==> config.mk <==
export PLATFORM = sky130hd
export DESIGN_NAME = tlpte_ctrl
export DESIGN_NICKNAME = d
export VERILOG_FILES = /design/src/rtl/tlpte_pkg.sv /design/src/rtl/tlpte_ctrl.sv
export SDC_FILE = /design/constraint.sdc
export NUM_CORES = 1
export LEC_CHECK = 0
export BUFFER_PORTS_ARGS = -buffer_cell sky130_fd_sc_hd__buf_4
export CAP_MARGIN = 20
export CORE_AREA = 3 3 40 42
export DETAILED_ROUTE_END_ITERATION = 8
export DIE_AREA = 0 0 43 45
export GPL_ROUTABILITY_DRIVEN = 1
export GPL_TIMING_DRIVEN = 0
export MAX_ROUTING_LAYER = met4
export PLACE_DENSITY = 0.54
export REMOVE_ABC_BUFFERS = 1
export SYNTH_ARGS = -nofsm -noshare
export SYNTH_HDL_FRONTEND = slang
export SYNTH_SLANG_ARGS = --single-unit
==> constraint.sdc <==
create_clock -name aclk -period 1.3 [get_ports aclk]
set_clock_uncertainty 0.05 [all_clocks]
set_input_delay 0.13 -clock aclk [delete_from_list [all_inputs] [get_ports aclk]]
set_output_delay 0.13 -clock aclk [all_outputs]
set_load 0.03 [all_outputs]
==> src/rtl/tlpte_pkg.sv <==
package tlpte_pkg;

    localparam int DIR_ENTRIES_DEF   = 1024;
    localparam int TABLE_ENTRIES_DEF = 1024;

    localparam int VA_W    = 32;
    localparam int FRAME_W = 20;
    localparam int OFS_W   = 12;

    localparam logic [1:0] CMD_TRANSLATE = 2'd0;
    localparam logic [1:0] CMD_MAP       = 2'd1;
    localparam logic [1:0] CMD_UNMAP     = 2'd2;

    localparam logic [OFS_W-1:0] PG_PRESENT = 12'h001;
    localparam logic [OFS_W-1:0] PG_WRITE   = 12'h002;
    localparam logic [OFS_W-1:0] PG_ALLOC   = 12'h200;
    localparam int               ALLOC_BIT  = 9;

    typedef enum logic [2:0] {
        ST_CLR_DIR,
        ST_IDLE,
        ST_DIR_CHK,
        ST_CLR_TBL,
        ST_TBL_CHK,
        ST_DONE
    } state_t;

    // controller -> datapath
    typedef struct packed {
        logic load_in;
        logic dir_rd;
        logic dir_clr_wr;
        logic dir_new_wr;
        logic tbl_rd;
        logic tbl_clr_wr;
        logic finish;
        logic out_load;
        logic cnt_inc;
        logic cnt_clr;
    } ctl_t;

    // datapath -> controller
    typedef struct packed {
        logic [1:0] cmd;
        logic       dir_nz;
        logic       dir_last;
        logic       tbl_last;
        logic       out_free;
    } sts_t;

endpackage

==> src/rtl/tlpte_ctrl.sv <==
module tlpte_ctrl (
    input  logic            aclk,
    input  logic            aresetn,
    input  logic            s_valid,
    output logic            s_ready,
    input  tlpte_pkg::sts_t sts,
    output tlpte_pkg::ctl_t ctl
);

    tlpte_pkg::state_t state_reg;
    tlpte_pkg::state_t state_next;

    always_ff @(posedge aclk) begin
        if (!aresetn) begin
            state_reg <= tlpte_pkg::ST_CLR_DIR;
        end else begin
            state_reg <= state_next;
        end
    end

    always_comb begin
        state_next = state_reg;
        ctl        = '0;
        s_ready    = 1'b0;
        unique case (state_reg)
            tlpte_pkg::ST_CLR_DIR: begin
                ctl.dir_clr_wr = 1'b1;
                ctl.cnt_inc    = 1'b1;
                if (sts.dir_last) begin
                    ctl.cnt_clr = 1'b1;
                    state_next  = tlpte_pkg::ST_IDLE;
                end
            end
            tlpte_pkg::ST_IDLE: begin
                s_ready = 1'b1;
                if (s_valid) begin
                    ctl.load_in = 1'b1;
                    ctl.dir_rd  = 1'b1;
                    state_next  = tlpte_pkg::ST_DIR_CHK;
                end
            end
            tlpte_pkg::ST_DIR_CHK: begin
                priority if (sts.cmd == tlpte_pkg::CMD_MAP && !sts.dir_nz) begin
                    ctl.dir_new_wr = 1'b1;
                    ctl.cnt_clr    = 1'b1;
                    state_next     = tlpte_pkg::ST_CLR_TBL;
                end else if ((sts.cmd == tlpte_pkg::CMD_TRANSLATE
                              || sts.cmd == tlpte_pkg::CMD_MAP
                              || sts.cmd == tlpte_pkg::CMD_UNMAP) && sts.dir_nz) begin
                    ctl.tbl_rd = 1'b1;
                    state_next = tlpte_pkg::ST_TBL_CHK;
                end else begin
                    state_next = tlpte_pkg::ST_DONE;
                end
            end
            tlpte_pkg::ST_CLR_TBL: begin
                ctl.tbl_clr_wr = 1'b1;
                ctl.cnt_inc    = 1'b1;
                if (sts.tbl_last) begin
                    ctl.cnt_clr = 1'b1;
                    state_next  = tlpte_pkg::ST_TBL_CHK;
                end
            end
            tlpte_pkg::ST_TBL_CHK: begin
                ctl.finish = 1'b1;
                state_next = tlpte_pkg::ST_DONE;
            end
            tlpte_pkg::ST_DONE: begin
                if (sts.out_free) begin
                    ctl.out_load = 1'b1;
                    state_next   = tlpte_pkg::ST_IDLE;
                end
            end
            default: begin
                state_next = tlpte_pkg::ST_IDLE;
            end
        endcase
    end

endmodule

# ---- Word-level counts from Yosys, hierarchy flattened
# Cells that the tools add are included.
dict set report op_classes {
  n_eq_ne 11
  n_reduce_logical 9
  n_mux 23
}
# op count
set op_table {}
lappend op_table {{$pmux W3 S6} 1}
lappend op_table {{$mux W3} 5}
lappend op_table {{$mux W1} 13}
lappend op_table {{$ne A2 B2 Y1 const B} 4}
lappend op_table {{$eq A3 B2 Y1 const B} 2}
lappend op_table {{$eq A3 B3 Y1 const B} 2}
lappend op_table {{$mux W2} 3}
lappend op_table {{$reduce_and A4 Y1} 1}
lappend op_table {{$eq A3 B1 Y1 const B} 1}
lappend op_table {{$logic_not A3 Y1} 1}
lappend op_table {{$pmux W1 S3} 1}
lappend op_table {{$eq A2 B1 Y1 const B} 1}
lappend op_table {{$eq A2 B2 Y1 const B} 1}
lappend op_table {{$logic_and A1 B1 Y1} 2}
lappend op_table {{$logic_not A2 Y1} 1}
lappend op_table {{$logic_or A1 B1 Y1} 2}
lappend op_table {{$reduce_or A2 Y1} 1}
lappend op_table {{$logic_not A1 Y1} 1}
dict set report totals {
  out_inout_bits 11
  wordCells 44
  in_bits 9
  reg_bits 3
}

# ---- Logic depth before layout (Yosys ltp)
dict set report logic_depth {
  depth_word 7
  mapped_depth 4
  mapped_depth_nobuf 3
}

# ---- Worst setup path after synthesis
# OpenSTA, ideal clock, no wires.
dict set report synth_path {
  kind {reg-to-output}
  from {register state_reg[0]}
  to {output ctl[9] (netlist bit)}
  path_stages_with_launch 5
  required_ps 1120
  t_arrival_ps 1655
  path_slack_ps -535
  n_path_buf 1
  cell_sequence {dfxtp_1 or2b_1 nor2_1 and2_1 buf_4}
}
# element line
set synth_lines {}
lappend synth_lines {{from (decl)} tlpte_ctrl.sv:10} ;# tlpte_pkg::state_t state_reg;
lappend synth_lines {{from (signal assigned)} tlpte_ctrl.sv:15} ;# state_reg <= tlpte_pkg::ST_CLR_DIR;
lappend synth_lines {{from (signal assigned)} tlpte_ctrl.sv:17} ;# state_reg <= state_next;
lappend synth_lines {{to (decl)} tlpte_ctrl.sv:7} ;# output tlpte_pkg::ctl_t ctl

==> reports/results.ini <==
[placement]
dp_hpwl_um = 600
io_buffer_count = 19
place_inst = 72
place_congestion = 0.718

[floorplanning]
die_area_sq_mm = 0.00194
start_util_pct = 24.2
coreArea_sq_mm = 0.00128
row_count = 13
die_w_um = 43
ioPinCount = 20
die_y_um = 45

[critical_path]
r2r_slack_ns = -0.04
cp.arrival_ns = 1.28
cp_slowest_cell = dfxtp_4
crit_chain = or2b_4 > nor2_4 > and2_4 > buf_6
cp-start-kind = flop
crit_start = state_reg[0]
cp-end-kind = primary output
setup.worst_path.class = flop to primary output
crit_fanout = 5
r2r_start = state_reg[0]
cp.required_ns = 1.12
max_stage_delay_ns = 0.37

[yosys]
synth_warnings = 0
ys_types = 25
yosys_register_bits = 3
yosys-top-cells-area = dfxtp_1 (19%), nor4b_4 (7.6%), buf_4 (7.2%)
postSynthCellCount = 42
synth-seq-area-share_pct = 19.3
synth_top_area_cell = dfxtp_1
syn_avg_cell_area_sq_um = 7.42
synth_top_area_share_pct = 19.3
synth_area_sq_um = 312

[timing]
worstMarginPinSlew_ns = 0.235
hold_violations = 0
fmax_mhz = 684
fin_crit_ns = 1.46
relSlewSlack_pct = 84.3
finalCritPeriodShare_pct = 112
worst_slack_ns = -0.162
setup_viol = 8
finalHoldWorstSlack_ns = 0.0850
final-max-slew-violation-count = 0
rsz0062_at_grt = yes

[clocking]
clock-sinks = 3
clk_latency_ns = 0.23
cts_max_level = 1
cts_tree = built
path_clk_slew_ns = 0.04
postCtsHoldBufs = 0
cts_buffers = 3
cts_buffer_depth = 2
cts-root-buf = clkbuf_4

[pwr]
p_sw_mw = 0.183
power.internal_mw = 0.348
p_comb_share_pct = 49.2
p_per_area_mw_per_mm2 = 856
finalPower_mw = 0.532
vdd_drop_max_mv = 0.365
leakage_nw = 0.272
power.share.switching_pct = 34.5
clkPwrFrac_pct = 29.4
power.share.sequential_pct = 21.4

[cells_and_area]
final_cell_mix = buf_4 (21), buf_6 (7), nand2_1 (4)
area_delta_synth_final_pct = 99.2
post_layout_nonfiller_instances = 85
largest_reg_flops = 3
fin_util_pct = 48.3
fin_nets = 80
layout_commonest_cell = buf_4
fillCellCount = 137
insertedDiodeCount = 0
drive_gt1_share_pct = 64.3

[detailed_routing]
dr.pass1.iters = 4
post-route-drc-count = 0
drtIter0Drc = 4
wirelength_um = 958
viasPerCell = 4.59
vias = 390
wl_per_cell_um = 11.3
postRouteAntennaNets = 0

[hold_path]
hold_path.class = input pin to flop
hp-start = aresetn

[job]
cap_violations = 0

[grt]
grt_pass1_wl_mm = 1.50
grt_max_degree = 13
overflow = 0
antenna_found_initial = 0
grt_util_all_layers_pct = 10.3
grt_pass1_vias = 384

[status]
status = finished with violations
violations = setup timing

per-layer routing:
metal / vias up / share of wire (%) / GRT usage [%]
met5: - / 0 / -
met4: 0 / 3.5 / 7.23
met3: 4 / 11 / 2.39
met2: 21 / 44 / 14.7
met1: 164 / 41 / 12.7
li1: 201 / - / -
path summary, 6_finish.rpt:
kind	to	cells past startpoint
setup / recovery	ctl[9]	4
hold / removal	state_reg[2]	2
hold reg to reg	state_reg[1]	2
setup reg to reg	state_reg[0]	5
repair_timing:
| action | CTS | global route |
|---|---|---|
| gates resized for setup | 11 | 13 |
| setup buffers | 6 | 3 |
| setup endpoints to repair | 11 | 11 |
| pin swaps | 4 | 2 |
layout make-up:
cell class,instances,area [sq um],share of cell area (%)
Multi-Input combinational cell,34,264,42.5
Timing Repair Buffer,28,236,38.1
Sequential cell,3,71.3,11.5
Clock buffer,4,26.3,4.23
Tap cell,15,18.8,3.02
Inverter,1,3.75,0.605
power groups by stage:
stage          combinational [mW]  sequential, mW  clock, mW
2_1_floorplan               0.110           0.115          0
3_3_place_gp                0.180           0.121          0
3_5_place_dp                0.181           0.121          0
4_1_cts                     0.229           0.115      0.165
5_1_grt                     0.278           0.115      0.169
6_report                    0.262           0.114      0.156
worst max-delay path: cells and delay by family, from the launching register on:
family,cells,cell delay [ns]
buf+inv,1,0.12
flops,1,0.37
simple gates,3,0.56
through the flow:
| stage | instance area, sq um | setup WS, ns | setup TNS [ns] |
|---|---|---|---|
| after CTS | 552 | -0.192 | -0.929 |
| after floorplan | 284 | -0.688 | -2.15 |
| after global placement | 445 | -0.187 | -0.785 |
| final | 621 | -0.162 | -0.775 |
| after detailed placement | 445 | -0.195 | -0.788 |
| after global routing | 621 | -0.206 | -1.19 |
Yosys cell counts (all sizes together):
master / count
a211oi: 1
a21boi: 1
dfxtp: 3
o41a: 1
nor2b: 2
mux2: 1
nor4b: 1
nor3b: 1
buf: 4
and2: 3
nand2b: 1
nor3: 3
and3: 2
nand3b: 1
o21ai: 2
o21a: 1
or2b: 2
a21oi: 2
inv: 1
nand2: 4
o22ai: 1
nor2: 4
logic make-up after synthesis:
family                 count (synthesis)  synth area share (%)
and+or+nand+nor                       24                  47.8
AOI/OAI and AO/OA                      9                  19.3
buffers and inverters                  5                  10.0
DFF                                    3                  19.3
muxes                                  1                  3.61
Note: power is estimated with default switching activity, not from simulation.
